File: src/hdl/acs_pkg.sv
// ============================================================================
// acs_pkg
// Shared constants and types of the audio chunk crossfade splicer.
// ============================================================================
package acs_pkg;

    // Default configuration of the splicer.
    localparam int unsigned ACS_XFADE     = 32;
    localparam int unsigned ACS_CHUNK_MAX = 65535;

    // Fixed field widths.
    localparam int unsigned SAMPLE_W = 16;
    localparam int unsigned LEN_W    = 16;

    // Weights are unsigned Q0.16 with one extra bit so that 1.0 is representable.
    localparam int unsigned FRAC_W   = 16;
    localparam int unsigned WGT_W    = FRAC_W + 1;
    localparam logic [WGT_W-1:0] WGT_ONE = WGT_W'(1) << FRAC_W;

    // Request to the blend unit.
    typedef struct packed {
        logic                       start;
        logic signed [SAMPLE_W-1:0] tail;
        logic signed [SAMPLE_W-1:0] body;
        logic [WGT_W-1:0]           weight;
    } t_blend_req;

    // Answer of the blend unit.
    typedef struct packed {
        logic                       done;
        logic signed [SAMPLE_W-1:0] result;
    } t_blend_rsp;

    // Answer of the weight divider.
    typedef struct packed {
        logic             done;
        logic [WGT_W-1:0] weight;
    } t_wgt_rsp;

endpackage

File: src/hdl/acs_tail_mem.sv
// ============================================================================
// acs_tail_mem
// Tail sample store: one write port, one read port, registered read data.
// ============================================================================
module acs_tail_mem
    import acs_pkg::*;
#(
    parameter int unsigned DEPTH = ACS_XFADE,
    parameter int unsigned AW    = (DEPTH > 1) ? $clog2(DEPTH) : 1
) (
    input  logic                       i_clk,
    input  logic                       i_we,
    input  logic [AW-1:0]              i_waddr,
    input  logic signed [SAMPLE_W-1:0] i_wdata,
    input  logic                       i_re,
    input  logic [AW-1:0]              i_raddr,
    output logic signed [SAMPLE_W-1:0] o_rdata
);

    logic signed [SAMPLE_W-1:0] r_mem [DEPTH];
    logic signed [SAMPLE_W-1:0] r_rdata;

    always_ff @(posedge i_clk) begin
        if (i_we) begin
            r_mem[i_waddr] <= i_wdata;
        end
    end

    always_ff @(posedge i_clk) begin
        if (i_re) begin
            r_rdata <= r_mem[i_raddr];
        end
    end

    assign o_rdata = r_rdata;

endmodule

File: config.mk
export PLATFORM = sky130hd
export DESIGN_NAME = acs_tail_mem
export DESIGN_NICKNAME = d
export VERILOG_FILES = /design/src/hdl/acs_pkg.sv /design/src/hdl/acs_tail_mem.sv
export SDC_FILE = /design/constraint.sdc
export NUM_CORES = 1
export LEC_CHECK = 0
export BUFFER_PORTS_ARGS = -buffer_cell sky130_fd_sc_hd__buf_4
export CORE_UTILIZATION = 65
export DETAILED_ROUTE_END_ITERATION = 12
export PLACE_DENSITY = 0.82
export SLEW_MARGIN = 20
export SYNTH_ARGS = -nofsm -noshare
export SYNTH_HDL_FRONTEND = slang
export SYNTH_SLANG_ARGS = --single-unit
File: constraint.sdc
create_clock -name i_clk -period 6 [get_ports i_clk]
set_input_delay 0.9 -clock i_clk [delete_from_list [all_inputs] [get_ports i_clk]]
set_output_delay 0.9 -clock i_clk [all_outputs]
set_load 0.05 [all_outputs]
==> flow_metrics.env, run 1 <==
export IMPL_io_pins=45
export IMPL_vdd_drop_max_v=0.000245
export IMPL_syn_nets=1172
export IMPL_finalSetupViolations=0
export IMPL_power_density_mw_per_mm2=327
export IMPL_rsz0062_at_grt="no"
export IMPL_startpoint_type="input pin"
export IMPL_synth_main_ff_cell="edfxtp_1"
export IMPL_fin_crit_sh_pct=50.1
export IMPL_finalInstanceArea_mm2=0.0228
export IMPL_hpwl_um=24800
export IMPL_cp_required_ps=6290
export IMPL_die_h_um=180
export IMPL_synth_xor_area_share_pct=0
export IMPL_ys_ff_latch=528
export IMPL_swShare_pct=21.0
export IMPL_clkLatencyLatePin_ps=560
export IMPL_comb_power_share_pct=5.5
export IMPL_first_pass_iters=5
export IMPL_status="completed"
export IMPL_start_util_pct=66.8
export IMPL_synth_top_family_by_area="multiplexers"
export IMPL_power_share_clock_pct=39.1
export IMPL_grt_pass1_wl_um=65300
export IMPL_vias=11021
export IMPL_critPathMaxFanout=108
export IMPL_synth_warnings=0
export IMPL_syn_cell_area_mm2=0.0207
export IMPL_synth_mux_area_share_pct=12.4
export IMPL_cts_htree_levels=2
export IMPL_seq_area_mm2=0.0159
export IMPL_ant_nets=0
export IMPL_coreArea_mm2=0.0310
export IMPL_fp_dieW_um=180
export IMPL_cts_hold_buf=0
export IMPL_ys_async_sr_fraction_pct=0
export IMPL_finalMaxSlewViolations=0
export IMPL_p_int_uw=5890
export IMPL_ys_types=25
export IMPL_multi_input_area_mm2=0.00432
export IMPL_drt_initial_drc_count=1582
export IMPL_first_global_vias=10920
export IMPL_grt_use_total_pct=27.1
export IMPL_cts_root_buf="clkbuf_16"
export IMPL_fillers=1739
export IMPL_switchingPower_uw=1570
export IMPL_nets=1241
export IMPL_maxCapViolations=0
export IMPL_drt_wl_total_um=43900
export IMPL_synthAdderAreaFrac_pct=0
export IMPL_reg2reg_slack_ps=4390
export IMPL_post_cts_buffers=0
export IMPL_vias_per_cell=6.69
export IMPL_p_leak_uw=0.00799
export IMPL_avgSynthCellArea_um2=18.1
export IMPL_tns_ps=0
export IMPL_grt_max_degree=109
export IMPL_drc=0
export IMPL_postCtsResizedCells=0
export IMPL_numCtsBuffers=51
export IMPL_final_layout_size_suffix_gt1_share_pct=12.4
export IMPL_tightest_slew_ps=1120
export IMPL_skew_ps=12.7
export IMPL_slew_headroom_pct=25.3
export IMPL_r2r_cells=5
export IMPL_clock_path_buffers=3
export IMPL_sequentialPowerShare_pct=55.4
export IMPL_timing_fmax_ghz=0.333
export IMPL_clkTransAtPathRegs_ps=60
export IMPL_area_growth_pct=10.3
export IMPL_hold_path_startpoint="r_mem[11][1]"
export IMPL_avgRoutedWirePerCell_um=26.7
export IMPL_finalWorstPathRequiredPeriod_ps=3000
export IMPL_rr_startpoint="r_mem[3][13]"
export IMPL_placed_area_mm2=0.0213
export IMPL_hold_viol_final=0
export IMPL_syn_inst=1143
export IMPL_arrival_ps=3290
export IMPL_synth_compound_area_share_pct=4.93
export IMPL_startpoint="i_raddr[0]"
export IMPL_clock_sinks=528
export IMPL_synthSimpleGateAreaFrac_pct=3.46
export IMPL_antenna_found_initial=5
export IMPL_cts_tree="done"
export IMPL_cp_endpoint="o_rdata[12]"
export IMPL_hold_path_class="flip-flop to flip-flop"
export IMPL_rows=64
export IMPL_holdPathStages=4
export IMPL_r2r_end="o_rdata[13]"
export IMPL_globalplace_congestion=0.884
export IMPL_die_area_mm2=0.0326
export IMPL_crit_type="input pin to flip-flop"
export IMPL_grt_overflow=0
export IMPL_numPortBuffers=44
export IMPL_worst_setup_path_end_kind="flip-flop"
export IMPL_yosysSeqAreaShare_pct=76.6
export IMPL_synth_edff_count=528
power by group through the flow:
stage	clock network, µW	logic (µW)	registers, µW
floorplan	0	231	4240
global placement	0	398	4210
detailed placement	0	407	4210
CTS	2940	409	4130
global route	3090	435	4140
finish	2920	413	4130
state kept, by name, summed over array words and instances (netlist names):
register,cells
r_mem,512
o_rdata,16
through the flow:
step / utilization (%) / setup slack, ps / std cells / power (µW) / hold WS, ps
after detailed placement: 68.8 / 2510 / 1555 / 4620 / 683
final: 73.7 / 3000 / 1648 / 7460 / 705
after global routing: 73.7 / 2900 / 1646 / 7660 / 732
after floorplan: - / 3360 / 1143 / 4470 / 629
after CTS: 73.7 / 3050 / 1646 / 7490 / 699
after global placement: 68.8 / 2530 / 1555 / 4610 / 667
kinds of logic after synthesis:
group / count (synthesis)
flops: 528
mux: 256
buf+inv: 67
compound gates: 144
simple gates: 148
layer usage:
metal	wire (µm)	global-route usage, %
met3	4370	5.17
met4	1540	10.9
met1	17100	37.8
met2	20900	42.8
met5	36	0
cells in the mapped netlist, types with 12 or more instances:
library cell	n	area, µm²
buf_2	19	95.1
edfxtp_1	528	15900
clkbuf_1	12	45.0
a21oi_1	32	160
nor3_1	16	80.1
a31oi_1	16	100
nand2_1	33	124
buf_4	19	143
nand4_1	16	100
a22oi_1	64	480
mux2i_1	256	2560
nor2_1	33	124
a22o_1	32	280
nand3_1	34	170
worst min path at each step:
stage                       end  slack, ps
floorplan           o_rdata[10]        630
global placement     o_rdata[4]        670
detailed placement   o_rdata[1]        680
CTS                  o_rdata[1]        700
global route         o_rdata[7]        730
finish               o_rdata[1]        710
layout make-up:
| class | instances | share of cell area [%] |
|---|---|---|
| Clock inverter | 26 | 0.625 |
| Tap cell | 396 | 2.17 |
| Sequential cell | 528 | 69.5 |
| Antenna cell | 2 | 0.0219 |
| Clock buffer | 65 | 6.01 |
| Timing Repair Buffer | 83 | 2.82 |
| Multi-Input combinational cell | 548 | 18.9 |
critical path, stage by stage:
cell and delay [ps]:
buf_8 710, buf_4 700, mux2i_1 260, a22oi_1 110, a31oi_1 300, nand3_1 110
cell usage in the layout (no fill, tap or decap), types with 3 or more instances in the layout:
cell type	netlist	routed
buf_4	19	81
nor2_1	33	33
mux2i_1	256	256
a31oi_1	16	16
a22o_1	32	32
or3b_2	3	3
clkbuf_1	12	12
clkinv_2	0	9
a21oi_1	32	32
nor3_1	16	16
nand2_1	33	33
a22oi_1	64	64
nand3b_1	5	5
clkinv_1	0	14
nand3_1	34	34
nand4_1	16	16
edfxtp_1	528	528
clkbuf_16	0	53
(Power assumes the default switching activity.)
==> run 2: changes to the inputs <==
--- a/config.mk
+++ b/config.mk
@@ -6,9 +6,9 @@
 export NUM_CORES = 1
 export LEC_CHECK = 0
 export BUFFER_PORTS_ARGS = -buffer_cell sky130_fd_sc_hd__buf_4
-export CORE_UTILIZATION = 65
+export CORE_UTILIZATION = 56
 export DETAILED_ROUTE_END_ITERATION = 12
-export PLACE_DENSITY = 0.82
+export PLACE_DENSITY = 0.75
 export SLEW_MARGIN = 20
 export SYNTH_ARGS = -nofsm -noshare
 export SYNTH_HDL_FRONTEND = slang
==> constraint.sdc (replaced) <==
create_clock -name i_clk -period 2.75 [get_ports i_clk]
set_input_delay 0.4125 -clock i_clk [delete_from_list [all_inputs] [get_ports i_clk]]
set_output_delay 0.4125 -clock i_clk [all_outputs]
set_load 0.05 [all_outputs]
==> flow_metrics.env, run 2 (synthesized netlist as in run 1, its figures left out) <==
export IMPL_placed_area_mm2=0.0219
export IMPL_hpwl_um=28800
export IMPL_globalplace_congestion=0.803
export IMPL_finalSetupViolations=0
export IMPL_die_area_mm2=0.0377
export IMPL_drt_wl_total_um=48100
export IMPL_final_layout_size_suffix_gt1_share_pct=15.0
export IMPL_post_cts_buffers=0
export IMPL_hold_viol_final=0
export IMPL_fp_dieW_um=194
export IMPL_clock_sinks=528
export IMPL_crit_chain="buf_4 -> nor2b_4 -> buf_4 -> a22o_1 -> nor3_1 -> a31oi_1 -> nand3_1"
export IMPL_first_global_vias=10889
export IMPL_timing_fmax_ghz=0.540
export IMPL_clock_path_buffers=3
export IMPL_startpoint_type="input pin"
export IMPL_cp_required_ps=3040
export IMPL_final_common_cell="edfxtp_1"
export IMPL_antenna_found_initial=0
export IMPL_nets=1282
export IMPL_crit_buf_inv=2
export IMPL_final_util_pct=64.2
export IMPL_cp_slowest_stage_delay_ps=530
export IMPL_slew_headroom_pct=55.7
export IMPL_crit_top_cell="buf_4"
export IMPL_hold_path_class="input pin to flip-flop"
export IMPL_fin_crit_sh_pct=67.3
export IMPL_diodes=0
export IMPL_p_leak_uw=0.00827
export IMPL_grt_pass1_wl_um=70400
export IMPL_cts_hold_buf=0
export IMPL_area_growth_pct=13.2
export IMPL_first_pass_iters=5
export IMPL_grt_overflow=0
export IMPL_cts_htree_levels=2
export IMPL_finalWorstPathRequiredPeriod_ps=1850
export IMPL_finalInstanceArea_mm2=0.0234
export IMPL_vdd_drop_max_v=0.000574
export IMPL_numPortBuffers=44
export IMPL_worst_setup_path_end_kind="flip-flop"
export IMPL_crit_type="input pin to flip-flop"
export IMPL_avgRoutedWirePerCell_um=27.3
export IMPL_cts_tree="done"
export IMPL_finalMaxSlewViolations=0
export IMPL_fillers=2454
export IMPL_ant_nets=0
export IMPL_rows=70
export IMPL_vias=11013
export IMPL_drt_initial_drc_count=1221
export IMPL_status="completed"
export IMPL_skew_ps=30.0
export IMPL_clkTransAtPathRegs_ps=60
export IMPL_critPathMaxFanout=18
export IMPL_vias_per_cell=6.26
export IMPL_crit_slowest_cell="nor2b_4"
export IMPL_drc=0
export IMPL_clkLatencyLatePin_ps=590
export IMPL_maxCapViolations=0
export IMPL_largest_register_ffs=512
export IMPL_arrival_ps=2140
export IMPL_cp_top_family="simple AND/OR/NAND/NOR gates"
export IMPL_regMostFlops="r_mem"
export IMPL_grt_use_total_pct=26.0
export IMPL_power_density_mw_per_mm2=713
export IMPL_coreArea_mm2=0.0365
export IMPL_postCtsResizedCells=0
export IMPL_rsz0062_at_grt="no"
export IMPL_numCtsBuffers=51
export IMPL_final_cell_mix="edfxtp_1, mux2i_1, buf_4, a22oi_1, clkbuf_16"
export IMPL_start_util_pct=56.7
export IMPL_grt_max_degree=43
export IMPL_io_pins=45
export IMPL_tightest_slew_ps=664
export IMPL_die_h_um=194
export IMPL_cts_root_buf="clkbuf_16"
export IMPL_tns_ps=0
## run 2: worst paths after layout
check | startpoint | end | slack (ps) | cells after the start
worst max-delay path | i_raddr[1] | o_rdata[5] | 900 | 7
worst min-delay path | i_re | o_rdata[15] | 250 | 1
worst max register to register | r_mem[0][11] | o_rdata[11] | 990 | 5
worst min register to register | r_mem[16][0] | o_rdata[0] | 670 | 4
## run 2: where the power goes
part | internal, µW | switching (µW)
combinational | 335 | 680
sequential | 8980 | 40.5
clock | 3860 | 2800
total | 13200 | 3520
## run 2: layout make-up
class	count	area, µm²	share of cell area (%)
Sequential cell	528	15900	67.7
Clock buffer	65	1330	5.67
Timing Repair Buffer	124	1100	4.70
Tap cell	468	586	2.50
Clock inverter	27	245	1.05
Multi-Input combinational cell	548	4320	18.4
## run 2: through the flow
stage / worst slack, ps / power [µW] / instances / hold slack [ps]
floorplan: 597 / 9760 / 1143 / 511
global placement: 381 / 10200 / 1668 / 649
detailed placement: 339 / 10200 / 1668 / 659
CTS: 965 / 16800 / 1760 / 226
global route: 858 / 17100 / 1760 / 230
finish: 900 / 16700 / 1760 / 248
## run 2: worst register-to-register path, cell delays in order (launching register included)
cell and delay [ps]:
edfxtp_1 370, mux2i_1 200, a22o_1 190, nor3_1 60, a31oi_1 500, nand3_1 150
## run 2: metal layers
| layer | vias to the layer above | share of wire (%) | GRT usage, % |
|---|---|---|---|
| met5 | - | 0 | 0 |
| met4 | 0 | 3.0 | 9.32 |
| met3 | 79 | 8.7 | 4.16 |
| met2 | 568 | 47 | 40.9 |
| met1 | 5582 | 41 | 37.0 |
| li1 | 4784 | - | - |
