[config.mk]
export PLATFORM = sky130hd
export DESIGN_NAME = acs_blend
export DESIGN_NICKNAME = d
export VERILOG_FILES = /design/src/hdl/acs_pkg.sv /design/src/hdl/acs_blend.sv
export SDC_FILE = /design/constraint.sdc
export NUM_CORES = 1
export LEC_CHECK = 0
export ABC_AREA = 1
export BUFFER_PORTS_ARGS = -buffer_cell sky130_fd_sc_hd__buf_2
export CORE_MARGIN = 4
export CORE_UTILIZATION = 65
export CTS_CLUSTER_SIZE = 16
export DETAILED_ROUTE_END_ITERATION = 10
export GPL_TIMING_DRIVEN = 0
export PLACE_DENSITY = 0.84
export SLEW_MARGIN = 5
export SYNTH_ARGS = -nofsm -noshare
export SYNTH_HDL_FRONTEND = slang
export SYNTH_SLANG_ARGS = --single-unit
[constraint.sdc]
create_clock -name i_clk -period 14.79 [get_ports i_clk]
set_input_delay 2.2185 -clock i_clk [delete_from_list [all_inputs] [get_ports i_clk]]
set_output_delay 2.2185 -clock i_clk [all_outputs]
set_load 0.05 [all_outputs]
[src/hdl/acs_pkg.sv]
// ============================================================================
// acs_pkg
// Shared constants and types of the audio chunk crossfade splicer.
// ============================================================================
package acs_pkg;

    // Default configuration of the splicer.
    localparam int unsigned ACS_XFADE     = 32;
    localparam int unsigned ACS_CHUNK_MAX = 65535;

    // Fixed field widths.
    localparam int unsigned SAMPLE_W = 16;
    localparam int unsigned LEN_W    = 16;

    // Weights are unsigned Q0.16 with one extra bit so that 1.0 is representable.
    localparam int unsigned FRAC_W   = 16;
    localparam int unsigned WGT_W    = FRAC_W + 1;
    localparam logic [WGT_W-1:0] WGT_ONE = WGT_W'(1) << FRAC_W;

    // Request to the blend unit.
    typedef struct packed {
        logic                       start;
        logic signed [SAMPLE_W-1:0] tail;
        logic signed [SAMPLE_W-1:0] body;
        logic [WGT_W-1:0]           weight;
    } t_blend_req;

    // Answer of the blend unit.
    typedef struct packed {
        logic                       done;
        logic signed [SAMPLE_W-1:0] result;
    } t_blend_rsp;

    // Answer of the weight divider.
    typedef struct packed {
        logic             done;
        logic [WGT_W-1:0] weight;
    } t_wgt_rsp;

endpackage

[src/hdl/acs_blend.sv]
// ============================================================================
// acs_blend
// Two-stage linear blend: t + round((b - t) * w / 2^16), rounding half up.
// ============================================================================
module acs_blend
    import acs_pkg::*;
(
    input  logic       i_clk,
    input  logic       i_rst_n,
    input  t_blend_req i_req,
    output t_blend_rsp o_rsp
);

    localparam int unsigned PW = 2 * SAMPLE_W + 3;

    logic signed [SAMPLE_W:0]   diff;
    logic signed [PW-1:0]       prod;
    logic signed [PW-1:0]       r_prod;
    logic signed [SAMPLE_W-1:0] r_tail;
    logic                       r_v1;
    logic signed [PW-1:0]       rounded;
    logic signed [SAMPLE_W-1:0] r_result;
    logic                       r_v2;

    always_comb begin
        diff    = {i_req.body[SAMPLE_W-1], i_req.body} - {i_req.tail[SAMPLE_W-1], i_req.tail};
        prod    = diff * $signed({1'b0, i_req.weight});
        rounded = (r_prod + PW'(32'sd32768)) >>> FRAC_W;
    end

    always_ff @(posedge i_clk) begin
        if (!i_rst_n) begin
            r_v1 <= 1'b0;
            r_v2 <= 1'b0;
        end else begin
            r_v1 <= i_req.start;
            r_v2 <= r_v1;
        end
    end

    always_ff @(posedge i_clk) begin
        if (i_req.start) begin
            r_prod <= prod;
            r_tail <= i_req.tail;
        end
        if (r_v1) begin
            // The blend lies between both samples, so the low bits are exact.
            r_result <= r_tail + rounded[SAMPLE_W-1:0];
        end
    end

    assign o_rsp.done   = r_v2;
    assign o_rsp.result = r_result;

endmodule

==> flow_summary_export.csv, run 1 <==
group,metric,value,unit
run_status,result_of_the_run,"finished clean",
yosys,postSynthCellCount,1572,
clock_tree,cts_buf_count,5,
worst_setup_path,library_cell_appearing_most_often_on_the_critical_path,"sky130_fd_sc_hd__inv_1",
worst_setup_path,cp_num_cells,35,
yosys,postSynth.asyncResetShare,0,%
placed_design,io_buffers,61,
final_layout,finish.net_count,2055,
clock_tree,clkTransAtPathRegs,0.07,ns
die,chip_height,149,um
worst_setup_path,timing.critical_path.from_type,"primary input",
drt,drtIter0Drc,841,
die,effective_utilization_at_floorplan,65.9,%
drt,drtAntennaViolNets,0,
die,die_x,149,um
yosys,synth_seq_cells,51,
die,fp-row-count,51,
die,placeableCoreArea,19500,um^2
die,die_area,22100,um^2
sta,setup_repair_after_global_routing_missed_its_margin,"false",
yosys,top_area_cell_type_share_of_the_netlist_area,35.1,%
worst_setup_path,worst_setup_path_endpoint,"r_prod[31]$_DFFE_PP_",
sta,final-setup-viol-count,0,
worst_setup_path,worst_r2r_dst,"r_result[15]$_DFFE_PP_",
worst_setup_path,critical_path_peak_fanout,10,
drt,drt_first_pass_iters,6,
placed_design,gpl.final_weighted_congestion,1.05,
yosys,post_synth.cell_area_avg,8.16,um^2
global_route,grt_max_degree,35,
sta,worstMarginPinSlew,1.10,ns
clock_tree,clock_path_buffers,2,
clock_tree,cts_tree,"built",
clock_tree,postCtsResizedCells,0,
final_layout,sequential_cell_area,1510,um^2
clock_tree,cts_post_setup_buffers_inserted,0,
yosys,synth-main-ff-cell,"sky130_fd_sc_hd__edfxtp_1",
yosys,number_of_warnings_reported_in_the_yosys_synthesis_log,0,
sta,summed_negative_setup_slack_over_all_endpoints,0,ns
global_route,grt_pass1_wl,52.7,mm
sta,hold_viol,0,
worst_setup_path,worst_setup_path_startpoint,"i_req[17]",
worst_setup_path,reg2reg_path_depth,19,
worst_setup_path,timing.critical_path.to_type,"flip-flop",
min_path,hold_start,"r_tail[0]$_DFFE_PP_",
worst_setup_path,worst_path_top_cell_family_by_delay,"adder cells",
sta,timing.final.max_slew_violations,0,
drt,post_drt_wl_per_cell,16.7,um
global_route,grt_pass1_vias,11000,
drt,drc,0,
drt,viasPerCell,5.46,
clock_tree,ctsRootBufferMaster,"sky130_fd_sc_hd__clkbuf_16",
sta,maxClockFrequency,107,MHz
sta,skew,0.0104,ns
global_route,grt_overflow_total,0,
final_layout,areaGrowthSynthToFinish,6.08,%
worst_setup_path,critical-path-slowest-cell,"sky130_fd_sc_hd__fa_1",
final_layout,multi_input_comb_area,9590,um^2
final_layout,antenna_cells_inserted,0,
worst_setup_path,cp_data_required_time,14.83,ns
worst_setup_path,setup.worst_path.class,"primary input to flip-flop",
yosys,number_of_enable_type_register_cells_in_the_synthesized_netlist,49,
final_layout,finish.utilization,69.9,%
worst_setup_path,cpPeakStageDelay,0.54,ns
worst_setup_path,r2r-start,"r_prod[16]$_DFFE_PP_",
yosys,synth_cell_types,48,
job,max-cap-violations,0,
placed_design,dpl_worst_slack,5.23,ns
final_layout,drive_above_1_share,8.53,%
final_layout,fillers,1549,
worst_setup_path,critical_path_buf_inv_count,11,
placed_design,dp_hpwl,27.1,mm
yosys,net_count_synth,1987,
drt,routed_wl,31.9,mm
clock_tree,clk-insertion-delay-late,0.29,ns
yosys,netlist_top_cells_area,"sky130_fd_sc_hd__fa_1, sky130_fd_sc_hd__ha_1, sky130_fd_sc_hd__inv_1",
drt,detailroute.via_count,10400,
clock_tree,ctsHoldBuffers,0,
global_route,grt_antenna_before_repair,1,
yosys,syn_std_cell_area,12800,um^2
clock_tree,cts_htree_levels,2,
sta,slew_headroom,26.5,%
worst_setup_path,timing.critical_path.arrival,9.38,ns
global_route,grtUsageTotal,30.3,%
worst_setup_path,register_to_register_setup_slack,11.70,ns
sta,period_utilisation_layout,63.2,%
clock_tree,tritoncts_num_sinks,51,
sta,timing.final.ws_setup,5.45,ns
sta,fin_crit,9.34,ns
die,ioPinCount,69,
yosys,synth_largest_area_cell,"sky130_fd_sc_hd__fa_1",
min_path,worstHoldPathType,"flip-flop to flip-flop",
yosys,synth_sequential_area_ratio,11.8,%
## synth_stat cells, drive strengths merged (7+ instances only)
cell type	instances
xnor2	7
a21oi	58
ha	138
xor2	37
fa	225
inv	415
or2	8
clkbuf	23
edfxtp	49
nor2	176
o21ai	29
nand3	32
buf	10
nor3	10
nand2	309
## state kept, by name (all words and copies together), names as in the netlist
| name | count |
|---|---|
| r_tail | 16 |
| r_v1 | 1 |
| r_v2 | 1 |
| r_result | 16 |
| r_prod | 17 |
## stage by stage
stage	cell area (um^2)	hold WS (ns)	instances
after detailed placement	13500	0.569	1898
final	13600	0.606	1906
after floorplan	12800	0.526	1572
after global routing	13600	0.623	1906
after CTS	13600	0.601	1906
after global placement	13500	0.571	1898
## worst min-delay path by stage
stage / end / slack [ns] / depth (start not counted)
6_report: r_result[0]$_DFFE_PP_ / 0.61 / 1
2_1_floorplan: r_result[0]$_DFFE_PP_ / 0.53 / 1
5_1_grt: r_result[0]$_DFFE_PP_ / 0.62 / 1
3_5_place_dp: r_result[0]$_DFFE_PP_ / 0.57 / 1
3_3_place_gp: r_result[0]$_DFFE_PP_ / 0.57 / 1
4_1_cts: r_result[0]$_DFFE_PP_ / 0.60 / 1
## layout by cell type, fill, tap and decap left out, types with 3 or more instances in the layout
| cell type | n |
|---|---|
| sky130_fd_sc_hd__a21o_1 | 4 |
| sky130_fd_sc_hd__a21oi_1 | 54 |
| sky130_fd_sc_hd__a21oi_2 | 4 |
| sky130_fd_sc_hd__a31oi_1 | 3 |
| sky130_fd_sc_hd__buf_2 | 67 |
| sky130_fd_sc_hd__clkbuf_1 | 23 |
| sky130_fd_sc_hd__clkbuf_16 | 5 |
| sky130_fd_sc_hd__clkinv_1 | 6 |
| sky130_fd_sc_hd__edfxtp_1 | 49 |
| sky130_fd_sc_hd__fa_1 | 225 |
| sky130_fd_sc_hd__ha_1 | 138 |
| sky130_fd_sc_hd__inv_1 | 410 |
| sky130_fd_sc_hd__inv_2 | 5 |
| sky130_fd_sc_hd__nand2_1 | 295 |
| sky130_fd_sc_hd__nand2_2 | 12 |
| sky130_fd_sc_hd__nand3_1 | 31 |
| sky130_fd_sc_hd__nand4_1 | 5 |
| sky130_fd_sc_hd__nor2_1 | 154 |
| sky130_fd_sc_hd__nor2_2 | 22 |
| sky130_fd_sc_hd__nor3_1 | 10 |
| sky130_fd_sc_hd__o21a_1 | 4 |
| sky130_fd_sc_hd__o21ai_0 | 24 |
| sky130_fd_sc_hd__o21ai_2 | 4 |
| sky130_fd_sc_hd__o21bai_1 | 6 |
| sky130_fd_sc_hd__or2_1 | 3 |
| sky130_fd_sc_hd__or2_2 | 4 |
| sky130_fd_sc_hd__xnor2_1 | 6 |
| sky130_fd_sc_hd__xor2_1 | 37 |
## cells by family (layout without fill, tap and decap cells)
kind of cell	after synthesis	after routing	synth area share (%)
AO/OA/AOI/OAI	112	112	5.13
AND/OR/NAND/NOR	549	549	18.0
adder cells (fa/ha/maj)	363	363	48.6
flip-flops	51	51	11.8
buffers and inverters	453	522	13.5
XOR/XNOR	44	44	3.06
## metal layers
layer  global-route usage [%]  part of all wire [%]
met1                     39.0                    40
met2                     49.8                    47
met5                        0                 0.041
met4                     13.9                   5.3
met3                     5.85                   8.2
## worst register-to-register path: stages (launching register included)
cell	delay, ns
sky130_fd_sc_hd__edfxtp_1	0.36
sky130_fd_sc_hd__ha_1	0.17
sky130_fd_sc_hd__nand2_1	0.06
sky130_fd_sc_hd__inv_1	0.09
sky130_fd_sc_hd__nand4_1	0.11
sky130_fd_sc_hd__nor2_1	0.14
sky130_fd_sc_hd__inv_1	0.08
sky130_fd_sc_hd__nor3_1	0.24
sky130_fd_sc_hd__xor2_1	0.18
sky130_fd_sc_hd__inv_1	0.06
sky130_fd_sc_hd__ha_1	0.33
sky130_fd_sc_hd__nand2_1	0.10
sky130_fd_sc_hd__nor2_1	0.06
sky130_fd_sc_hd__nand3_1	0.08
sky130_fd_sc_hd__nand3_1	0.13
sky130_fd_sc_hd__a21oi_1	0.25
sky130_fd_sc_hd__nor2_1	0.06
sky130_fd_sc_hd__o21ai_0	0.15
sky130_fd_sc_hd__nand2_1	0.08
sky130_fd_sc_hd__xnor2_1	0.12
## layout make-up
class	instances	share of cell area, %
clock buffer	5	0.919
inverter	420	11.6
tap	265	2.44
sequential	51	11.1
buffer	33	1.13
timing repair buffer	61	2.24
clock inverter	3	0.129
multi-input combinational	1068	70.5
Power of run 1 is not shown: default switching activity piles up to over one toggle a cycle in this logic, so the estimate is an artifact.
==> run 2: changes to the inputs <==
--- a/config.mk
+++ b/config.mk
@@ -5,14 +5,14 @@
 export SDC_FILE = /design/constraint.sdc
 export NUM_CORES = 1
 export LEC_CHECK = 0
-export ABC_AREA = 1
+export ABC_AREA = 0
 export BUFFER_PORTS_ARGS = -buffer_cell sky130_fd_sc_hd__buf_2
 export CORE_MARGIN = 4
-export CORE_UTILIZATION = 65
+export CORE_UTILIZATION = 58
 export CTS_CLUSTER_SIZE = 16
 export DETAILED_ROUTE_END_ITERATION = 10
 export GPL_TIMING_DRIVEN = 0
-export PLACE_DENSITY = 0.84
+export PLACE_DENSITY = 0.79
 export SLEW_MARGIN = 5
 export SYNTH_ARGS = -nofsm -noshare
 export SYNTH_HDL_FRONTEND = slang
==> constraint.sdc (replaced) <==
create_clock -name i_clk -period 8.41 [get_ports i_clk]
set_input_delay 1.2615 -clock i_clk [delete_from_list [all_inputs] [get_ports i_clk]]
set_output_delay 1.2615 -clock i_clk [all_outputs]
set_load 0.05 [all_outputs]
==> flow_summary_export.csv, run 2 <==
group,metric,value,unit
run_status,result_of_the_run,"finished, violations left",
run_status,violations,"negative setup slack",
drt,drt_first_pass_iters,5,
yosys,synth_sequential_area_ratio,12.3,%
worst_setup_path,critical-path-slowest-cell,"sky130_fd_sc_hd__fa_1",
yosys,postSynth.asyncResetShare,0,%
die,placeableCoreArea,20500,um^2
worst_setup_path,register_to_register_setup_slack,4.69,ns
global_route,grt_util_met2,44.0,%
sta,summed_negative_setup_slack_over_all_endpoints,-4.88,ns
drt,viasPerCell,5.50,
placed_design,io_buffers,68,
final_layout,finish.utilization,68.5,%
yosys,synth-main-ff-cell,"sky130_fd_sc_hd__edfxtp_1",
final_layout,fillers,1540,
placed_design,gpl.final_weighted_congestion,0.943,
sta,timing.final.max_slew_violations,0,
drt,drtAntennaViolNets,0,
clock_tree,clkTransAtPathRegs,0.07,ns
drt,drtIter0Drc,624,
placed_design,dpl_worst_slack,-1.57,ns
global_route,grt_antenna_before_repair,0,
global_route,grt_pass1_wl,48.6,mm
clock_tree,ctsRootBufferMaster,"sky130_fd_sc_hd__clkbuf_16",
final_layout,layout.cells.most_common_list,"sky130_fd_sc_hd__inv_1, sky130_fd_sc_hd__fa_1, sky130_fd_sc_hd__nand2_1",
clock_tree,clock_path_buffers,2,
yosys,synth_seq_cells,51,
global_route,grt_max_degree,35,
yosys,synthMostInstantiatedCell,"sky130_fd_sc_hd__inv_1",
global_route,gr-usage-met1,33.1,%
job,max-cap-violations,0,
worst_setup_path,cpPeakStageDelay,0.54,ns
worst_setup_path,library_cell_appearing_most_often_on_the_critical_path,"sky130_fd_sc_hd__fa_1",
worst_setup_path,timing.critical_path.from_type,"primary input",
clock_tree,tritoncts_num_sinks,51,
global_route,grtUsageTotal,25.7,%
sta,final-setup-viol-count,12,
final_layout,reg.largest.list,"r_prod x17, r_result x16, r_tail x16",
final_layout,regMostFlops,"r_prod",
min_path,worst_hold_path.endpoint,"r_result[0]$_DFFE_PP_",
global_route,grt_pass1_vias,9767,
sta,period_utilisation_layout,108,%
die,ioPinCount,69,
drt,drc,0,
clock_tree,cts_htree_levels,2,
yosys,netlist_top_cells_area,"sky130_fd_sc_hd__fa_1, sky130_fd_sc_hd__ha_1, sky130_fd_sc_hd__edfxtp_1",
yosys,top_area_cell_type_share_of_the_netlist_area,36.7,%
sta,slew_headroom,47.9,%
clock_tree,cts_buf_count,5,
sta,fin_crit,9.06,ns
die,die_x,153,um
global_route,grt_overflow_total,0,
sta,setup_repair_after_global_routing_missed_its_margin,"true",
final_layout,final_common_cell,"sky130_fd_sc_hd__inv_1",
global_route,globalRouteMet3Util,4.47,%
drt,detailroute.via_count,9344,
worst_setup_path,r2r-start,"r_prod[16]$_DFFE_PP_",
worst_setup_path,timing.critical_path.arrival,9.10,ns
min_path,worstHoldPathType,"flip-flop to flip-flop",
worst_setup_path,timing.critical_path.to_type,"flip-flop",
drt,routed_wl,30.7,mm
global_route,grt.busiest_layer,"met2",
worst_setup_path,critical_path_peak_fanout,4,
sta,skew,0.00518,ns
sta,worstMarginPinSlew,0.781,ns
worst_setup_path,worst_r2r_dst,"r_result[14]$_DFFE_PP_",
sta,maxClockFrequency,110,MHz
worst_setup_path,setup.worst_path.class,"primary input to flip-flop",
yosys,syn_std_cell_area,12300,um^2
final_layout,drive_above_1_share,14.3,%
final_layout,finish.net_count,1843,
sta,timing.final.ws_setup,-0.648,ns
yosys,synth.cells.most_frequent,"sky130_fd_sc_hd__inv_1, sky130_fd_sc_hd__fa_1, sky130_fd_sc_hd__nand2_1, sky130_fd_sc_hd__ha_1, sky130_fd_sc_hd__and2_1",
die,fp-row-count,52,
sta,hold_viol,0,
die,effective_utilization_at_floorplan,59.9,%
drt,post_drt_wl_per_cell,18.1,um
min_path,hold_start,"r_tail[0]$_DFFE_PP_",
clock_tree,cts_tree,"built",
yosys,number_of_warnings_reported_in_the_yosys_synthesis_log,0,
worst_setup_path,worst_setup_path_startpoint,"i_req[17]",
worst_setup_path,cp_data_required_time,8.45,ns
yosys,post_synth.cell_area_avg,9.39,um^2
final_layout,largest_reg_flops,17,
clock_tree,clk-insertion-delay-late,0.29,ns
yosys,synth_cell_types,55,
yosys,number_of_enable_type_register_cells_in_the_synthesized_netlist,49,
final_layout,antenna_cells_inserted,0,
yosys,net_count_synth,1722,
final_layout,areaGrowthSynthToFinish,14.4,%
placed_design,dp_hpwl,23.7,mm
worst_setup_path,reg2reg_path_depth,12,
min_path,min_path_cells,1,
yosys,synth_largest_area_cell,"sky130_fd_sc_hd__fa_1",
clock_tree,ctsHoldBuffers,0,
die,chip_height,153,um
die,die_area,23600,um^2
yosys,postSynthCellCount,1307,
## run 2: cell types whose count changed after synthesis, moves of 37 or more
cell / delta
sky130_fd_sc_hd__inv_1: -99
sky130_fd_sc_hd__nor2_1: -117
sky130_fd_sc_hd__and2_1: +102
sky130_fd_sc_hd__xnor2_1: +41
sky130_fd_sc_hd__nor2b_1: +37
sky130_fd_sc_hd__nand2_1: -142
## run 2: timing repair
action	CTS	global route
buffers inserted	32	21
pin swaps	33	28
setup endpoints to repair	16	14
resized for setup	63	43
## run 2: per-layer routing
| layer | part of all wire, % | vias up |
|---|---|---|
| met3 | 8.0 | 94 |
| li1 | - | 4228 |
| met5 | 0 | - |
| met1 | 38 | 4621 |
| met2 | 49 | 401 |
| met4 | 4.0 | 0 |
## run 2: metrics by stage
step	instance area [um^2]	cells	hold slack, ns
6_report	14000	1699	0.594
5_1_grt	14000	1699	0.605
4_1_cts	13700	1683	0.598
3_5_place_dp	13000	1645	0.566
3_3_place_gp	13000	1645	0.556
2_1_floorplan	12300	1307	0.526
## run 2: cell families (layout without fill, tap and decap cells)
group                    Yosys count  in the layout  share of synthesized area, %
AND/OR/NAND/NOR                  389            389                          15.8
adder cells (fa/ha/maj)          363            363                          50.7
buffers and inverters            346            468                          10.6
AO/OA/AOI/OAI                     97             97                          5.97
XOR/XNOR                          61             61                          4.53
flip-flops                        51             51                          12.3
## run 2: how the worst max path moves through the flow
stage	slack, ns	end	cells past startpoint
2_1_floorplan	0.005	r_prod[31]$_DFFE_PP_	31
3_3_place_gp	-1.44	r_prod[31]$_DFFE_PP_	32
3_5_place_dp	-1.57	r_prod[31]$_DFFE_PP_	32
4_1_cts	-0.51	r_prod[31]$_DFFE_PP_	30
5_1_grt	-0.88	r_prod[25]$_DFFE_PP_	37
6_report	-0.65	r_prod[25]$_DFFE_PP_	37
## run 2: cell type report
cell class                      instances  area, um^2  share of cell area [%]
Clock buffer                            5         125                   0.891
Buffer                                 31         165                    1.18
Tap cell                              270         338                    2.40
Timing Repair Buffer                  118         776                    5.52
Inverter                              311        1170                    8.35
Clock inverter                          3        42.5                   0.303
Sequential cell                        51        1510                    10.8
Multi-Input combinational cell        910        9920                    70.6
## run 2: critical path, delay by kind of cell
family,cells,cell delay (ns)
adders and majority gates,9,3.82
AOI/OAI and AO/OA,7,1.43
buffers and inverters,11,1.09
and+or+nand+nor,8,1.04
xor gates and xnor gates,2,0.45
Power of run 2 is left out for the same reason.
