===== config.mk =====
export PLATFORM = sky130hd
export DESIGN_NAME = acs_wdiv
export DESIGN_NICKNAME = d
export VERILOG_FILES = /design/src/hdl/acs_pkg.sv /design/src/hdl/acs_wdiv.sv
export SDC_FILE = /design/constraint.sdc
export NUM_CORES = 1
export LEC_CHECK = 0
export BUFFER_PORTS_ARGS = -buffer_cell sky130_fd_sc_hd__buf_2
export CAP_MARGIN = 10
export CORE_UTILIZATION = 30
export CTS_CLUSTER_SIZE = 28
export DETAILED_ROUTE_END_ITERATION = 8
export GPL_TIMING_DRIVEN = 0
export HOLD_SLACK_MARGIN = 0.05
export PLACE_DENSITY_LB_ADDON = 0.3
export SLEW_MARGIN = 20
export SYNTH_ARGS = -nofsm -noshare
export SYNTH_HDL_FRONTEND = slang
export SYNTH_SLANG_ARGS = --single-unit

===== constraint.sdc =====
create_clock -name i_clk -period 3.9 [get_ports i_clk]
set_input_delay 0.195 -clock i_clk [delete_from_list [all_inputs] [get_ports i_clk]]
set_output_delay 0.195 -clock i_clk [all_outputs]
set_load 0.1 [all_outputs]

===== src/hdl/acs_pkg.sv =====
// ============================================================================
// acs_pkg
// Shared constants and types of the audio chunk crossfade splicer.
// ============================================================================
package acs_pkg;

    // Default configuration of the splicer.
    localparam int unsigned ACS_XFADE     = 32;
    localparam int unsigned ACS_CHUNK_MAX = 65535;

    // Fixed field widths.
    localparam int unsigned SAMPLE_W = 16;
    localparam int unsigned LEN_W    = 16;

    // Weights are unsigned Q0.16 with one extra bit so that 1.0 is representable.
    localparam int unsigned FRAC_W   = 16;
    localparam int unsigned WGT_W    = FRAC_W + 1;
    localparam logic [WGT_W-1:0] WGT_ONE = WGT_W'(1) << FRAC_W;

    // Request to the blend unit.
    typedef struct packed {
        logic                       start;
        logic signed [SAMPLE_W-1:0] tail;
        logic signed [SAMPLE_W-1:0] body;
        logic [WGT_W-1:0]           weight;
    } t_blend_req;

    // Answer of the blend unit.
    typedef struct packed {
        logic                       done;
        logic signed [SAMPLE_W-1:0] result;
    } t_blend_rsp;

    // Answer of the weight divider.
    typedef struct packed {
        logic             done;
        logic [WGT_W-1:0] weight;
    } t_wgt_rsp;

endpackage


===== src/hdl/acs_wdiv.sv =====
// ============================================================================
// acs_wdiv
// Crossfade weight divider: round(pos * 2^16 / div), one quotient bit a cycle.
// ============================================================================
module acs_wdiv
    import acs_pkg::*;
#(
    parameter int unsigned CW = $clog2(ACS_XFADE + 1)
) (
    input  logic          i_clk,
    input  logic          i_rst_n,
    input  logic          i_start,
    input  logic [CW-1:0] i_pos,
    input  logic [CW-1:0] i_div,
    output t_wgt_rsp      o_rsp
);

    localparam int unsigned NW = $clog2(FRAC_W + 1);

    logic              r_busy;
    logic [NW-1:0]     r_cnt;
    logic [CW-1:0]     r_rem;
    logic [CW-1:0]     r_div;
    logic [FRAC_W-1:0] r_low;
    logic [FRAC_W-1:0] r_quo;
    logic              r_done;
    logic [WGT_W-1:0]  r_wgt;

    logic [CW:0]       trial;
    logic              qbit;
    logic [CW-1:0]     n_rem;
    logic [FRAC_W-1:0] n_quo;

    // Restoring step: the partial remainder stays below the divisor.
    always_comb begin
        trial = {r_rem, r_low[FRAC_W-1]};
        qbit  = (trial >= {1'b0, r_div});
        n_rem = qbit ? CW'(trial - {1'b0, r_div}) : trial[CW-1:0];
        n_quo = {r_quo[FRAC_W-2:0], qbit};
    end

    always_ff @(posedge i_clk) begin
        if (!i_rst_n) begin
            r_busy <= 1'b0;
            r_done <= 1'b0;
            r_cnt  <= '0;
        end else begin
            r_done <= 1'b0;
            if (i_start) begin
                // A zero divisor or a position equal to it gives full weight.
                if (i_div == '0 || i_pos == i_div) begin
                    r_wgt  <= WGT_ONE;
                    r_done <= 1'b1;
                    r_busy <= 1'b0;
                end else begin
                    r_busy <= 1'b1;
                    r_cnt  <= NW'(FRAC_W);
                end
            end else if (r_busy) begin
                r_cnt <= r_cnt - NW'(1);
                if (r_cnt == NW'(1)) begin
                    r_busy <= 1'b0;
                    r_done <= 1'b1;
                    r_wgt  <= {1'b0, n_quo};
                end
            end
        end
    end

    always_ff @(posedge i_clk) begin
        if (i_start) begin
            r_rem <= i_pos;
            r_div <= i_div;
            r_low <= FRAC_W'(i_div >> 1);
            r_quo <= '0;
        end else if (r_busy) begin
            r_rem <= n_rem;
            r_low <= {r_low[FRAC_W-2:0], 1'b0};
            r_quo <= n_quo;
        end
    end

    assign o_rsp.done   = r_done;
    assign o_rsp.weight = r_wgt;

endmodule


==> results.ini, run 1 <==
[run_status]
status=finished clean

[clocking]
path_clk_slew_ns=0.08
cts_setup_buffers=0
cts_root_buf=clkbuf_8
clockBufferDepth=2
cts_hold_buf=0
cts_tree=built
cts.sinks=67
numCtsBuffers=9
clock_latency_ns=0.34
htree_levels=3
ctsResizeCount=0

[cells_and_area]
layout-area-overhead-vs-synth_pct=18.45
fillCellCount=936
register_area_um2=1682
finish.net_count=299
layout_common_cells=buf_2, edfxtp_1, dfxtp_1
design_area_um2=3486
layout-drive-gt1-share=0.3250
layout_commonest_cell=buf_2
diodes=0
multiInputGateArea_um2=1187

[floorplan]
core-area_um2=9371
io_pins=33
die-width_um=101.0
fp.dieArea_um2=10210
die_h_um=101.0
start_util=0.3140
placementRows=35

[worst_setup_path]
cp.arrival_ns=2.52
r2r_slack_ns=1.48
path_buf_inv=0
critPathMostFrequentCell=mux2_2
cp-startpoint=r_rem[0]
cp-end-kind=flip-flop
cpMaxStageDelayCell=edfxtp_1
r2r_start=r_rem[0]
slowest_delay_ns=0.44
critPathLaunchType=flip-flop
path_delay_family=multiplexers
required_ns=4.00
path_cells=ha_1 > nor2b_1 > o21ai_2 > a41oi_4 > mux2_2 > mux2_2
cp_max_fo=7
crit_type=flip-flop to flip-flop

[synthesis]
netlist-cell-type-count=43
synth_seq_area_share=0.5714
synthArstFlopShare=0
synthTopCellsByArea=edfxtp_1, dfxtp_1, mux2_2
netlist.area_leader.share=0.3469
syn_nets=254
netlist_area_um2=2943
synth.avg_cell_area_um2=12.79
synth_cells=230
synthFlopType=edfxtp_1
synth_edf_count=34
synth.largest_area_cell=edfxtp_1
yosys_warnings=0
ys_ff_latch=67

[route]
drt-vias-per-instance=4.350
dr.first_iter.drc_count=53
num_vias=1779
dr.pass1.iters=4
drt_wl_total_um=5235
drc=0
wl_per_cell_um=12.80
ant_nets=0

[place]
place.gp.congestion=0.7474
pre_cts_slack_ns=1.459
dp_hpwl_um=3745
port_buffers=32
placed_area_um2=3288

[timing]
tns_ns=0
period_share=0.6202
finalHoldViolCount=0
setup_viol=0
fin_skew_ns=0.01132
timing.slew.headroom=0.5229
worst_pin_slew_ns=0.7157
clock.fmax_mhz=413.4
worst_slack_ns=1.481
finalMaxSlewViolations=0
rsz0062_at_grt=false
layout_min_cycle_time_ns=2.419
fin_hold_ws_ns=0.08508

[pwr]
p_comb_frac=0.191
leakage_uw=0.001362
p_per_area_nw_per_um2=489.4
clkPwrFrac=0.337
internal_power_uw=1226
p_switching_uw=479.6
vdd_drop_max_uv=143.9
p_seq_frac=0.472
switching_share=0.2812

[global_routing]
overflow=0
grt_pass1_wl_um=8652
grt_max_degree=14
antenna_found_initial=0
grt_pass1_vias=1715
grt_usage=0.1135

[run]
maxCapViolCount=0

[min_path]
hold_start=i_div[1]
hold_class=input port to flip-flop

==> worst register-to-register path, cell delays in order, from the launching register on <==
cell	delay [ns]
edfxtp_1	0.44
ha_1	0.39
nor2b_1	0.23
o21ai_2	0.11
a41oi_4	0.37
mux2_2	0.39
mux2_2	0.26
==> through the flow <==
| step | cells | total power [uW] | utilization |
|---|---|---|---|
| floorplan | 230 | 1078 | - |
| global placement | 391 | 1144 | 0.3483 |
| detailed placement | 393 | 1151 | 0.3509 |
| CTS | 409 | 1729 | 0.3720 |
| global route | 409 | 1792 | 0.3720 |
| finish | 409 | 1706 | 0.3720 |
==> registers in the layout, summed over array words and instances (netlist names) <==
signal  count
r_wgt      17
r_low      16
r_quo      15
r_div       6
r_rem       6
r_cnt       5
r_busy      1
r_done      1
==> per-layer routing <==
layer,wire [um],global-route usage,part of all wire,up-vias
met5,0,0,0,-
met4,124,0.07023,0.024,0
met3,134,0.02358,0.026,10
met2,2346,0.1617,0.45,23
met1,2630,0.1565,0.50,841
li1,-,-,-,905
==> cell usage after synthesis (4+ instances only) <==
cell type and n:
xor2_1 8, and2_1 4, nand2_1 8, mux2i_1 15, ha_1 8, inv_1 9, mux2_2 26, edfxtp_1 34
nor3b_1 4, nor2b_1 17, nor2_1 19, dfxtp_1 33
==> cell type report <==
class                      count  area share
sequential                    67      0.4824
clock buffer                   9     0.03553
timing repair buffer          34     0.05133
buffer                        10     0.01292
multi-input combinational    144      0.3406
clock inverter                 7     0.02118
tap                          129     0.04630
inverter                       9    0.009691
==> final timing paths <==
path / cells after the start / endpoint
worst min register to register: 2 / r_low[5]
worst max-delay path: 6 / r_rem[3]
worst max register to register: 6 / r_rem[3]
worst min-delay path: 1 / r_div[1]
==> kinds of logic (layout without fill, tap and decap cells) <==
kind of cell / Yosys count / count (layout) / synth area share
DFF: 67 / 67 / 0.5714
and+or+nand+nor: 64 / 64 / 0.1229
muxes: 42 / 42 / 0.1543
AOI/OAI and AO/OA: 20 / 20 / 0.05697
buffers and inverters: 19 / 69 / 0.02678
adders and majority gates: 9 / 9 / 0.04082
xor gates and xnor gates: 9 / 9 / 0.02679
==> power groups by stage <==
stage	clock network [uW]	registers, uW	logic (uW)
2_1_floorplan	0	853	225
3_5_place_dp	0	822	329
3_3_place_gp	0	821	322
4_1_cts	593	806	330
6_report	575	806	325
5_1_grt	622	811	359
Power figures use the tool's default switching activity.
==> run 2: changes to the inputs <==
==> constraint.sdc (replaced) <==
create_clock -name i_clk -period 2.35 [get_ports i_clk]
set_input_delay 0.1175 -clock i_clk [delete_from_list [all_inputs] [get_ports i_clk]]
set_output_delay 0.1175 -clock i_clk [all_outputs]
set_load 0.1 [all_outputs]
==> results.ini, run 2 (synthesis results as in run 1) <==
[route]
drt_wl_total_um=5246  ; +0.21%
ant_nets=0  ; unchanged
num_vias=1828  ; +2.8%
dr.first_iter.drc_count=74  ; +40%
wl_per_cell_um=12.55  ; -1.9%
dr.pass1.iters=5  ; +1
drt-vias-per-instance=4.373  ; +0.54%
drc=0  ; unchanged

[clocking]
clock_latency_ns=0.34  ; about the same
numCtsBuffers=9  ; unchanged
cts_root_buf=clkbuf_8
path_clk_slew_ns=0.07  ; about the same
cts.sinks=67  ; unchanged
clockBufferDepth=2  ; unchanged
cts_tree=built
htree_levels=3  ; unchanged

[place]
dp_cells=391  ; -0.51%
placed_area_um2=3276  ; -0.38%
place.gp.congestion=0.7499  ; +0.33%
dp_hpwl_um=3602  ; -3.8%
pre_cts_slack_ns=-0.1358  ; -1.595 ns
port_buffers=32  ; unchanged

[floorplan]
io_pins=33  ; unchanged
die-width_um=101.0  ; unchanged
start_util=0.3140  ; unchanged
placementRows=35  ; unchanged
core-area_um2=9371  ; unchanged
fp.dieArea_um2=10210  ; unchanged
die_h_um=101.0  ; unchanged

[cells_and_area]
regMostFlops=r_wgt
final_util=0.3877  ; +0.01575
layout_commonest_cell=buf_2
top_regs=r_wgt: 17 flops, r_low: 16 flops, r_quo: 15 flops
design_area_um2=3633  ; +4.2%
layout-drive-gt1-share=0.3356  ; +0.01064
largest_reg_flops=17  ; unchanged
diodes=0  ; unchanged
finish.net_count=308  ; +3.0%
layout-area-overhead-vs-synth_pct=23.47
fin_cells=418  ; +2.2%
layout_common_cells=buf_2, edfxtp_1, dfxtp_1

[global_routing]
grt_pass1_vias=1859  ; +8.4%
overflow=0  ; unchanged
top_usage_layer=met2
grt_pass1_wl_um=8769  ; +1.4%
antenna_found_initial=0  ; unchanged
grt_usage=0.1141  ; +0.0005936
gr-usage-met2=0.1978  ; +0.03611
grt_max_degree=18  ; +4
met3_usage=0.03329  ; +0.009709
grt_use_met1=0.1260  ; -0.03051

[timing]
period_share=0.9564  ; +0.3362
worst_slack_ns=0.1024  ; -1.379 ns
clock.fmax_mhz=444.9  ; +7.6%
fin_skew_ns=0.009103  ; -0.002221 ns
timing.slew.headroom=0.5716  ; +0.04874
worst_pin_slew_ns=0.6426  ; -0.07311 ns
setup_viol=0  ; unchanged
finalHoldViolCount=0  ; unchanged
finalMaxSlewViolations=0  ; unchanged
rsz0062_at_grt=false
layout_min_cycle_time_ns=2.248  ; -0.1712 ns

[min_path]
hold_class=input port to flip-flop

[worst_setup_path]
cp_max_fo=5  ; -2
cp-end-kind=flip-flop
required_ns=2.44  ; -1.56 ns
crit_type=flip-flop to flip-flop
cp.arrival_ns=2.34  ; -0.18 ns
critPathLaunchType=flip-flop

[run]
maxCapViolCount=0  ; unchanged

[run_status]
status=finished clean

[pwr]
leakage_uw=0.001411  ; +3.6%
power.total_uw=2941  ; +72%
vdd_drop_max_uv=207.7  ; +44%
p_per_area_nw_per_um2=809.5  ; +65%

run 2: per-layer routing:
layer	share of wire	wire length [um]
met1	0.44	2295
met2	0.51	2691
met4	0.019	102
met3	0.030	157
met5	0	0
run 2: layout make-up:
class	instances	area (um2)
Fill cell	932	5738
Inverter	9	33.78
Sequential cell	67	1682
Multi-Input combinational cell	144	1234
Timing Repair Buffer	43	272.8
Tap cell	129	161.4
Buffer	10	45.04
Clock inverter	7	81.33
Clock buffer	9	123.9
run 2: final timing paths:
| check | start | cells after the start | to | slack (ns) |
|---|---|---|---|---|
| worst max-delay path | r_rem[1] | 6 | r_rem[4] | 0.10 |
| worst min-delay path | i_pos[2] | 3 | r_rem[2] | 0.09 |
| worst max register to register | r_rem[1] | 6 | r_rem[4] | 0.10 |
| worst min register to register | r_quo[0] | 2 | r_quo[0] | 0.49 |
run 2: worst max-delay path, stage by stage, from the launching register on:
cell and delay (ns):
edfxtp_1 0.44, ha_4 0.32, and3_4 0.22, nand3_4 0.08, a41oi_4 0.30, mux2_1 0.36
mux2_2 0.27
run 2: repair_timing:
action / in CTS / in global routing
hold buffers: 7 / 0
endpoints found under the setup margin: 20 / 3
gates resized for setup: 0 / 5
buffers inserted: 3 / 1
pin swaps: 2 / 1
endpoints found under the hold margin: 7 / 0
run 2: where the power goes:
part / total, uW / internal (uW) / switching [uW]
Clock: 992 / 508 / 483
Combinational: 607 / 293 / 315
Sequential: 1340 / 1310 / 36.6
Total: 2940 / 2110 / 835
run 2: stage by stage:
| stage | hold WS, ns | TNS (ns) |
|---|---|---|
| 6_report | 0.08632 | 0 |
| 5_1_grt | 0.08932 | 0 |
| 2_1_floorplan | 0.2164 | 0 |
| 3_3_place_gp | 0.3540 | -7.574 |
| 3_5_place_dp | 0.3545 | -2.388 |
| 4_1_cts | 0.06851 | 0 |
==> run 3: changes to the inputs <==
--- a/config.mk
+++ b/config.mk
@@ -5,11 +5,11 @@
 export SDC_FILE = /design/constraint.sdc
 export NUM_CORES = 1
 export LEC_CHECK = 0
-export BUFFER_PORTS_ARGS = -buffer_cell sky130_fd_sc_hd__buf_2
 export CAP_MARGIN = 10
 export CORE_UTILIZATION = 30
 export CTS_CLUSTER_SIZE = 28
 export DETAILED_ROUTE_END_ITERATION = 8
+export DONT_BUFFER_PORTS = 1
 export GPL_TIMING_DRIVEN = 0
 export HOLD_SLACK_MARGIN = 0.05
 export PLACE_DENSITY_LB_ADDON = 0.3
==> constraint.sdc (replaced) <==
create_clock -name i_clk -period 2.35 [get_ports i_clk]
set_input_delay 0.47 -clock i_clk [delete_from_list [all_inputs] [get_ports i_clk]]
set_output_delay 0.47 -clock i_clk [all_outputs]
set_load 0.1 [all_outputs]
==> results.ini, run 3 (synthesis results as in run 1) <==
[timing]
fin_skew_ns=0.01284  ; +0.003737 ns
setup_viol=0  ; unchanged
timing.slew.headroom=0.3890  ; -0.1826
clock.fmax_mhz=445.9  ; +0.23%
layout_min_cycle_time_ns=2.243  ; -0.005076 ns
finalMaxSlewViolations=0  ; unchanged
worst_pin_slew_ns=0.9184  ; +0.2758 ns
finalHoldViolCount=0  ; unchanged
period_share=0.9543  ; -0.002160
worst_slack_ns=0.1074  ; +0.005076 ns

[global_routing]
grt_max_degree=18  ; unchanged
overflow=0  ; unchanged
grt_pass1_vias=1618  ; -13%
grt_usage=0.1167  ; +0.002584
grt_pass1_wl_um=8714  ; -0.63%
antenna_found_initial=0  ; unchanged

[floorplan]
start_util=0.3140  ; unchanged
die-width_um=101.0  ; unchanged
placementRows=35  ; unchanged
core-area_um2=9371  ; unchanged
io_pins=33  ; unchanged
die_h_um=101.0  ; unchanged
fp.dieArea_um2=10210  ; unchanged

[worst_setup_path]
cp.arrival_ns=2.34  ; about the same
cp-end-kind=flip-flop
slowest_delay_ns=0.45  ; about the same
path_cells=ha_4 > and3_4 > nand3_4 > a41oi_4 > mux2_2 > mux2_2
critPathMostFrequentCell=mux2_2
crit_type=flip-flop to flip-flop
cp_max_fo=5  ; unchanged
cpMaxStageDelayCell=edfxtp_1
critPathLaunchType=flip-flop
required_ns=2.45  ; about the same

[route]
dr.first_iter.drc_count=43  ; -42%
drt-met1-wl_um=2537  ; +11%
highest_layer=met4
ant_nets=0  ; unchanged
wl_per_cell_um=14.00  ; +12%
dr.pass1.iters=4  ; -1
drt-vias-per-instance=4.388  ; +0.34%
wl_met3_um=270  ; +72%
met2_length_um=2381  ; -12%
drt_wl_total_um=5305  ; +1.1%
num_vias=1663  ; -9.0%
drc=0  ; unchanged

[clocking]
cts_tree=built
clockBufferDepth=2  ; unchanged
numCtsBuffers=9  ; unchanged
cts.sinks=67  ; unchanged
path_clk_slew_ns=0.09  ; +0.02 ns
cts_root_buf=clkbuf_8
htree_levels=3  ; unchanged
cts_hold_buf=0  ; -7
clock_latency_ns=0.35  ; about the same

[run]
maxCapViolCount=0  ; unchanged

[cells_and_area]
design_area_um2=3406  ; -6.3%
layout_commonest_cell=edfxtp_1
regMostFlops=r_wgt
largest_reg_flops=17  ; unchanged
top_regs=r_wgt: 17 flops, r_low: 16 flops, r_quo: 15 flops
layout-area-overhead-vs-synth_pct=15.73
multiInputGateArea_um2=1234  ; unchanged
layout-drive-gt1-share=0.2600  ; -0.07564
fillCellCount=934  ; +0.21%
fin_cells=379  ; -9.3%
register_area_um2=1682  ; unchanged
layout_common_cells=edfxtp_1, dfxtp_1, mux2_2
diodes=0  ; unchanged
finish.net_count=269  ; -13%

[pwr]
power.total_uw=2910  ; -1.1%
vdd_drop_max_uv=259.0  ; +25%
leakage_uw=0.001253  ; -11%
p_per_area_nw_per_um2=854.4  ; +5.5%

[place]
pre_cts_slack_ns=-0.2476  ; -0.1118 ns
dp_cells=359  ; -8.2%
dp_hpwl_um=3673  ; +2.0%
port_buffers=0  ; -100%
placed_area_um2=3115  ; -4.9%
place.gp.congestion=0.7462  ; -0.49%

[run_status]
status=finished clean

[min_path]
hold_class=input port to flip-flop

-- run 3: cell types whose count changed in the layout (fill, tap and decap cells not counted), sizes merged --
| cell | delta |
|---|---|
| dlygate4sd3 | -7 |
| clkinv | +2 |
| inv | -2 |
| buf | -32 |
-- run 3: worst max-delay path: cells and delay by family (launching register included) --
| kind | cells | cell delay (ns) |
|---|---|---|
| AOI/OAI and AO/OA | 1 | 0.30 |
| adders and majority gates | 1 | 0.32 |
| DFF | 1 | 0.45 |
| muxes | 2 | 0.63 |
| and+or+nand+nor | 2 | 0.30 |
-- run 3: path summary, 6_finish.rpt --
path         slack, ns  startpoint  cells after the start   endpoint
max               0.11    r_rem[1]                      6   r_rem[3]
min               0.22     i_start                      0  r_wgt[16]
max reg2reg       0.11    r_rem[1]                      6   r_rem[3]
min reg2reg       0.49    r_low[5]                      2   r_low[6]
-- run 3: report_power, final --
group	internal (uW)	leakage (uW)	switching, uW	total, uW
registers	1310	0.000599	97.4	1400
clock network	508	0.000102	490	998
logic	271	0.000551	236	508
total	2090	0.00125	824	2910
-- run 3: layout make-up --
cell class / instances / share of cell area
buffer: 10 / 0.01323
clock buffer: 9 / 0.03637
clock inverter: 7 / 0.02461
inverter: 9 / 0.009919
multi-input combinational: 144 / 0.3622
sequential: 67 / 0.4938
tap: 129 / 0.04739
timing repair buffer: 4 / 0.01249
-- run 3: what timing repair did --
item / CTS / global route
setup endpoints to repair: 20 / 4
resized for setup: 0 / 4
pin swaps: 2 / 1
endpoints found under the hold margin: 0 / 0
setup buffers: 3 / 1
-- run 3: routing by layer --
metal	up-vias	global-route usage
met5	-	0
met1	789	0.1479
li1	847	-
met3	7	0.03606
met2	20	0.1706
met4	0	0.07692
-- run 3: through the flow --
stage	setup TNS, ns	util	hold slack, ns
3_3_place_gp	-3.796	0.3324	0.4731
5_1_grt	-0.009837	0.3634	0.1848
2_1_floorplan	0	-	0.4520
3_5_place_dp	-4.355	0.3324	0.4736
4_1_cts	0	0.3583	0.1991
6_report	0	0.3634	0.2165
